===== config.mk =====
export PLATFORM = sky130hd
export DESIGN_NAME = btc_cell
export DESIGN_NICKNAME = d
export VERILOG_FILES = /design/src/design/btc_pkg.sv /design/src/design/btc_cell.sv
export SDC_FILE = /design/constraint.sdc
export NUM_CORES = 1
export LEC_CHECK = 0
export BUFFER_PORTS_ARGS = -buffer_cell sky130_fd_sc_hd__buf_4
export CORE_MARGIN = 2
export CORE_UTILIZATION = 30
export DETAILED_ROUTE_END_ITERATION = 7
export GPL_TIMING_DRIVEN = 0
export PLACE_DENSITY = 0.58
export SETUP_SLACK_MARGIN = 0.05
export SYNTH_ARGS = -nofsm -noshare
export SYNTH_HDL_FRONTEND = slang
export SYNTH_SLANG_ARGS = --single-unit

===== constraint.sdc =====
create_clock -name clk -period 4.7 [get_ports clk]
set_input_delay 0 -clock clk [delete_from_list [all_inputs] [get_ports clk]]
set_output_delay 0 -clock clk [all_outputs]
set_load 0.01 [all_outputs]

===== src/design/btc_pkg.sv =====
`timescale 1ns / 1ps
// shared constants, codes and cell-chain structs for the transitive closure block
// no dependencies
package btc_pkg;

  localparam int MAX_VERTICES = 16;
  localparam int IDX_W        = 4;
  localparam int SIZE_W       = 5;
  localparam int WORD_W       = 64;
  localparam int CMD_W        = 2;

  localparam logic [CMD_W-1:0] CMD_WRITE   = 2'd0;
  localparam logic [CMD_W-1:0] CMD_COMPUTE = 2'd1;
  localparam logic [CMD_W-1:0] CMD_READ    = 2'd2;
  localparam logic [CMD_W-1:0] CMD_NONE    = 2'd3;

  // word handed from one cell to the next
  typedef struct packed {
    logic              valid;
    logic [IDX_W-1:0]  j;
    logic [WORD_W-1:0] word;
  } tok_t;

  // broadcast control from the sequencer to every cell
  typedef struct packed {
    logic [IDX_W-1:0]  rd_addr;
    logic [IDX_W-1:0]  k;
    logic [SIZE_W-1:0] size;
    logic              piv_cap;
    logic              wr_en;
    logic [IDX_W-1:0]  wr_row;
    logic [IDX_W-1:0]  wr_col;
    logic [WORD_W-1:0] wr_data;
  } ctl_t;

endpackage


===== src/design/btc_cell.sv =====
`timescale 1ns / 1ps
// one matrix row: row memory, pivot word and a one-stage update of the passing word
// depends on btc_pkg
module btc_cell (
  input  logic                       clk,
  input  logic                       rst_n,
  input  logic [btc_pkg::IDX_W-1:0]  cell_id,
  input  btc_pkg::ctl_t              ctl,
  input  btc_pkg::tok_t              tok_in,
  output btc_pkg::tok_t              tok_out,
  output logic [btc_pkg::WORD_W-1:0] rd_q
);

  logic [btc_pkg::WORD_W-1:0] mem [btc_pkg::MAX_VERTICES];
  logic [btc_pkg::WORD_W-1:0] rd_q_r;
  logic [btc_pkg::WORD_W-1:0] piv_r;
  btc_pkg::tok_t              tok_r;
  logic                       is_src;
  logic                       use_tok;
  logic                       in_range;
  logic [btc_pkg::IDX_W-1:0]  rd_addr;

  // the pivot row only feeds the chain, its own update is a no-op
  assign is_src   = (cell_id == ctl.k);
  assign use_tok  = tok_in.valid && !is_src;
  assign in_range = ({1'b0, cell_id} < ctl.size);
  assign rd_addr  = use_tok ? tok_in.j : ctl.rd_addr;

  // registered row read
  always_ff @(posedge clk) begin
    rd_q_r <= mem[rd_addr];
  end

  // row write: command write or chain update
  always_ff @(posedge clk) begin
    if (ctl.wr_en && ctl.wr_row == cell_id) begin
      mem[ctl.wr_col] <= ctl.wr_data;
    end else if (tok_r.valid && !is_src && in_range) begin
      mem[tok_r.j] <= rd_q_r | (piv_r & tok_r.word);
    end
  end

  // pivot column word for this pass
  always_ff @(posedge clk) begin
    if (ctl.piv_cap) begin
      piv_r <= rd_q_r;
    end
  end

  // hand the word to the next cell
  always_ff @(posedge clk) begin
    if (!rst_n) begin
      tok_r.valid <= 1'b0;
    end else begin
      tok_r.valid <= tok_in.valid;
    end
    tok_r.j    <= tok_in.j;
    tok_r.word <= tok_in.word;
  end

  assign tok_out = tok_r;
  assign rd_q    = rd_q_r;

endmodule


# == Yosys cells after proc, flatten, opt, wreduce, memory -nomap -nowiden ==
# Memory sizes are Yosys's and may differ from the RTL's. A register that Yosys moved wholly into a read port is not among the register bits.
# Index checks and enable logic that the tools add are counted.
# classes
n_eq_ne,2
n_bitwise,2
muxes,9
order_cmp,1
n_reduce_logical,6
# ops
cell,n
$and A64 B64 Y64,1
$mux W64,1
$or A64 B64 Y64,1
$reduce_or A64 Y1,1
$eq A4 B4 Y1,2
$mux W4,2
$mux W1,6
$lt A4 B5 Y1,1
$logic_and A1 B1 Y1,4
$logic_not A1 Y1,1
# totals
out_inout_bits,133
memories,1
mem_bits_rw,1024
wordCells,25
register_bits,133
# memory_table
memory,words,width,rd,rd_clocked_by_memory_dff,wr,line_no,rtl
mem,16,64,1,1,1,btc_cell.sv:14,logic [btc_pkg::WORD_W-1:0] mem [btc_pkg::MAX_VERTICES];

# == Depth between registers and ports, before layout ==
# logic_depth
depth_word,9
depth_mapped,11
depth_no_buf,8

# == Worst setup path after synthesis ==
# No wires, ideal clock.
# synth_path
kind,input -> register
from,in ctl[75] (netlist name)
to,mem mem[3][0] (netlist name) (enable)
arrival_time_ns,4.526
setup_ns,0.494
path_stages,9
path_slack_ns,-0.320
path_cell_list,inv_1 > ha_1 > a21o_1 > a21o_1 > a21oi_1 > o2111ai_1 > clkbuf_1 > o31ai_1 > nor2b_1
# synth_via
elab_chain_cells,7
# synth_rtl
element,line_no,rtl
from (decl),btc_cell.sv:8,"input btc_pkg::ctl_t ctl,"
$lt A4 B5 Y1 *,btc_cell.sv:26,"assign in_range = ({1'b0, cell_id} < ctl.size);"
$logic_and A1 B1 Y1 *,btc_cell.sv:38,end else if (tok_r.valid && !is_src && in_range) begin
$mux W1 *,btc_cell.sv:38,
$mux W1 *,btc_cell.sv:36,if (ctl.wr_en && ctl.wr_row == cell_id) begin
$mux W1 (not written as such) *,btc_cell.sv:39,mem[tok_r.j] <= rd_q_r | (piv_r & tok_r.word);
$reduce_or A64 Y1 (no line),n/a,
$mux W4 (no line) or $mux W1 (tied branches),n/a,
to (decl),btc_cell.sv:14,
# Every way passes the cells marked *; elsewhere a longest branch is shown, timed or not.

# == Worst setup path after layout ==
# layout_path
from,in tok_in[64] (netlist name)
to,"reg rd_q_r, in the netlist rd_q[3], read port of mem"
# layout_via
elab_chain_cells,1
# layout_rtl
element,line_no,rtl
from (decl),btc_cell.sv:9,"input btc_pkg::tok_t tok_in,"
$mux W4,btc_cell.sv:27,assign rd_addr = use_tok ? tok_in.j : ctl.rd_addr;
to (decl),btc_cell.sv:15,logic [btc_pkg::WORD_W-1:0] rd_q_r;
# No other way between the ends.
# A chain may end at the register's enable or synchronous reset.

==> out/metrics.csv <==
stage,metric,value,unit
grt,vias in the first global route,35180,
placed_design,placed inst area,0.05732,mm2
grt,first-pass GRT wire length,228000,um
status,failing checks,"max-capacitance violations, max-slew violations",
setup_path,CP max stage delay,1110,ps
setup_path,CP Cell Sequence,"dlygate4sd3_1, buf_4, clkbuf_1, clkbuf_1, clkbuf_1, buf_1, mux2i_1, a21oi_1, a221oi_1, o211ai_1",
sta,Rel. slew slack,-0.008010,
run,Max Cap Viol,1,
logic_synthesis,Seq cells post-synth,1221,
hold_path,worst min path class,in -> reg,
logic_synthesis,syn nets,4046,
setup_path,critical path class,in -> reg,
cells_and_area,design area,0.06391,mm2
logic_synthesis,Synth Area in Simple Gates,0.08957,
setup_path,critical path endpoint category,flip-flop,
drt,drt pass-1 iters,5,
sta,Tightest Pin Transition,1512,ps
logic_synthesis,Synth Area in Compound Gates,0.1219,
cells_and_area,Final #Nets,4784,
cells_and_area,fin util,0.3788,
logic_synthesis,post-synthesis mux area share,0.06679,
sta,# setup viols final,0,
setup_path,crit-path most repeated cell,clkbuf_1,
setup_path,Crit path buffers/inverters,6,
sta,Final period util,0.9439,
floorplanning,Die Ht,415.5,um
cts,TritonCTS clock tree,done,
logic_synthesis,Synth Area in XOR/XNOR,0.002069,
logic_synthesis,Synth Instances,3881,
grt,largest net degree at the start of global routing,65,
power_and_ir_drop,total leakage power,22.29,nW
placed_design,number of I/O port buffers,294,
setup_path,Worst setup SP type,input port,
logic_synthesis,"Seq/Total Area, Yosys",0.6954,
grt,antenna violations before repair,3,
grt,Total GRT Usage,0.1776,
drt,DRT Wirelength,158300,um
power_and_ir_drop,PD cells,413.2,mW/mm2
drt,vias per cell,5.044,
cells_and_area,P&R area growth vs syn,25.79,%
drt,antenna-violating nets left,0,
drt,vias,35073,
placed_design,GP Congestion,0.8118,
logic_synthesis,Mapped Avg Cell Area,13.09,um2
sta,RSZ-0062 raised after global routing,false,
setup_path,R2R Setup Slk,950,ps
drt,DRC viols,0,
cts,Clock Root Buffer,clkbuf_16,
cells_and_area,"commonest cells after routing, fill and taps aside","edfxtp_1 (1088), nand2_1 (453), mux2i_1 (330)",
setup_path,required time worst endpoint,5270,ps
sta,"Hold Violations, Final",0,
setup_path,"Max FO, Critical Path",10,
sta,minimum clock period,4436,ps
status,run status,"complete, but fails checks",
floorplanning,Rows,151,
cts,Worst-path clk slew,60,ps
logic_synthesis,post-synthesis adder-cell area fraction,0.0007388,
logic_synthesis,Post-Syn Area,0.05081,mm2
power_and_ir_drop,worst vdd ir,0.3988,mV
cts,cts bufs inserted,141,
cells_and_area,share of cells above drive strength 1,0.1481,
cts,CTS Sinks,1221,
sta,Layout Skew,28.97,ps
logic_synthesis,synth top area cells,"edfxtp_1 (64%), mux2i_1 (6.5%), dfxtp_1 (5.2%)",
setup_path,CP top delay family,buffers and inverters,
cts,Post-CTS Setup Repair Bufs,0,
cts,clock buffer depth,3,
cts,post_cts resized,0,
logic_synthesis,Synth area leader,edfxtp_1,
floorplanning,Initial Util,0.3011,
placed_design,hpwl dp,105800,um
logic_synthesis,synth unique cells,42,
sta,Final Slew Violations,11,
floorplanning,Die ar.,0.1727,mm2
setup_path,"Arr. time, crit path",5010,ps
cts,Clock H-tree levels,4,
floorplanning,core area,0.1687,mm2
sta,max frequency,225.4,MHz
floorplanning,Die X,415.5,um
grt,Congestion Overflow GR,0,
floorplanning,Ports,295,
cts,Skew-Pair Late Insertion Delay,780,ps
setup_path,CP max stage cell,clkbuf_1,
logic_synthesis,largest family of logic cells by synthesized area,compound AO/OA/AOI/OAI gates,
drt,initial drt markers,2810,
drt,routed length per placed instance,22.77,um
cells_and_area,"commonest non-fill, non-tap cell in the layout",edfxtp_1,
logic_synthesis,synth warn,0,
logic_synthesis,share of the synthesized area in the top cell type,0.6430,
==> timing repair <==
action,4_1_cts,5_1_grt
hold endpoints to repair,887,0
hold buffers,205,0
setup endpoints to repair,0,0
==> worst paths after layout <==
kind,startpoint,depth (start not counted),to
worst max-delay path,tok_in[64],10,rd_q[3]
worst max register to register,tok_out[68],6,mem[10][55]
worst min-delay path,ctl[66],5,mem[1][30]
worst min register to register,rd_q[2],0,piv_r[2]
==> stage by stage <==
| stage | setup WS [ps] | TNS [ps] | std cells | power, mW | hold WS, ps |
|---|---|---|---|---|---|
| final | 263.7 | 0 | 6954 | 26.41 | 29.91 |
| after global routing | 235.2 | 0 | 6950 | 27.29 | 67.63 |
| after CTS | 440.0 | 0 | 6950 | 26.65 | 1.892 |
| after detailed placement | 177.1 | 0 | 6489 | 15.69 | 105.6 |
| after global placement | -5609 | -4645060 | 6393 | 15.51 | 104.4 |
| after floorplan | -70.98 | -13630 | 3881 | 14.12 | 27.72 |
==> state kept, by name, summed over array words and instances, names as in the netlist <==
signal and count:
tok_out 69, mem 1024, piv_r 64, rd_q 64
==> logic make-up after synthesis <==
| family | count (synthesis) |
|---|---|
| DFF | 1221 |
| AOI/OAI and AO/OA | 971 |
| muxes | 337 |
| buffers and inverters | 284 |
| and+or+nand+nor | 1053 |
| adders and majority gates | 3 |
| xor gates and xnor gates | 12 |
==> Yosys cell counts <==
cell       number
xor2_1          7
and2_1          1
a221oi_1       65
nand3_1        61
o31ai_2         1
nand2b_1        3
or3_1           3
nor2b_1       194
clkbuf_1      169
and3_1          1
o211ai_1      120
a31oi_2         1
o21ai_0       193
buf_6           1
mux2_2          6
o31ai_1         1
a21oi_1       325
nand4_1         1
a31oi_1         2
buf_4           9
xnor2_1         5
a221o_1         2
mux2i_1       330
buf_2          68
o41ai_4         1
dfxtp_1       133
a41oi_1         1
nor2_1        329
buf_1          31
inv_1           6
a2bb2oi_1       3
o41a_1          1
a21o_1          3
nand2_1       453
edfxtp_1     1088
nor3_1          5
or4_1           2
o2111ai_1       1
ha_1            3
a211oi_1      189
a311oi_1       62
mux2i_4         1
==> area by class of cell <==
cell class | instances | area, um2
Clock buffer | 196 | 3965
Inverter | 6 | 22.52
Tap cell | 2218 | 2775
Multi-Input combinational cell | 2376 | 14480
Sequential cell | 1221 | 35330
Buffer | 278 | 1172
Fill cell | 15822 | 104800
Timing Repair Buffer | 595 | 5589
Antenna cell | 4 | 10.01
Clock inverter | 60 | 565.5
==> where the power goes <==
| group | leakage [nW] | internal [mW] | switching, mW | total, mW |
|---|---|---|---|---|
| clock | 2.21 | 6.39 | 4.43 | 10.8 |
| combinational | 9.08 | 1.06 | 2.02 | 3.08 |
| sequential | 11.0 | 12.3 | 0.167 | 12.5 |
==> layer usage <==
metal  track usage  wire length [um]
met5             0                13
met4       0.08542              7677
met3       0.02989              9072
met2        0.3105             79660
met1        0.2115             61920
==> worst register-to-register path, cell delays in order (launching register included) <==
cell and delay [ps]:
dfxtp_1 340, o2111ai_4 210, clkbuf_1 980, mux2i_1 640, nor2_4 670, buf_12 300, buf_12 270
Power figures use the tool's default switching activity.
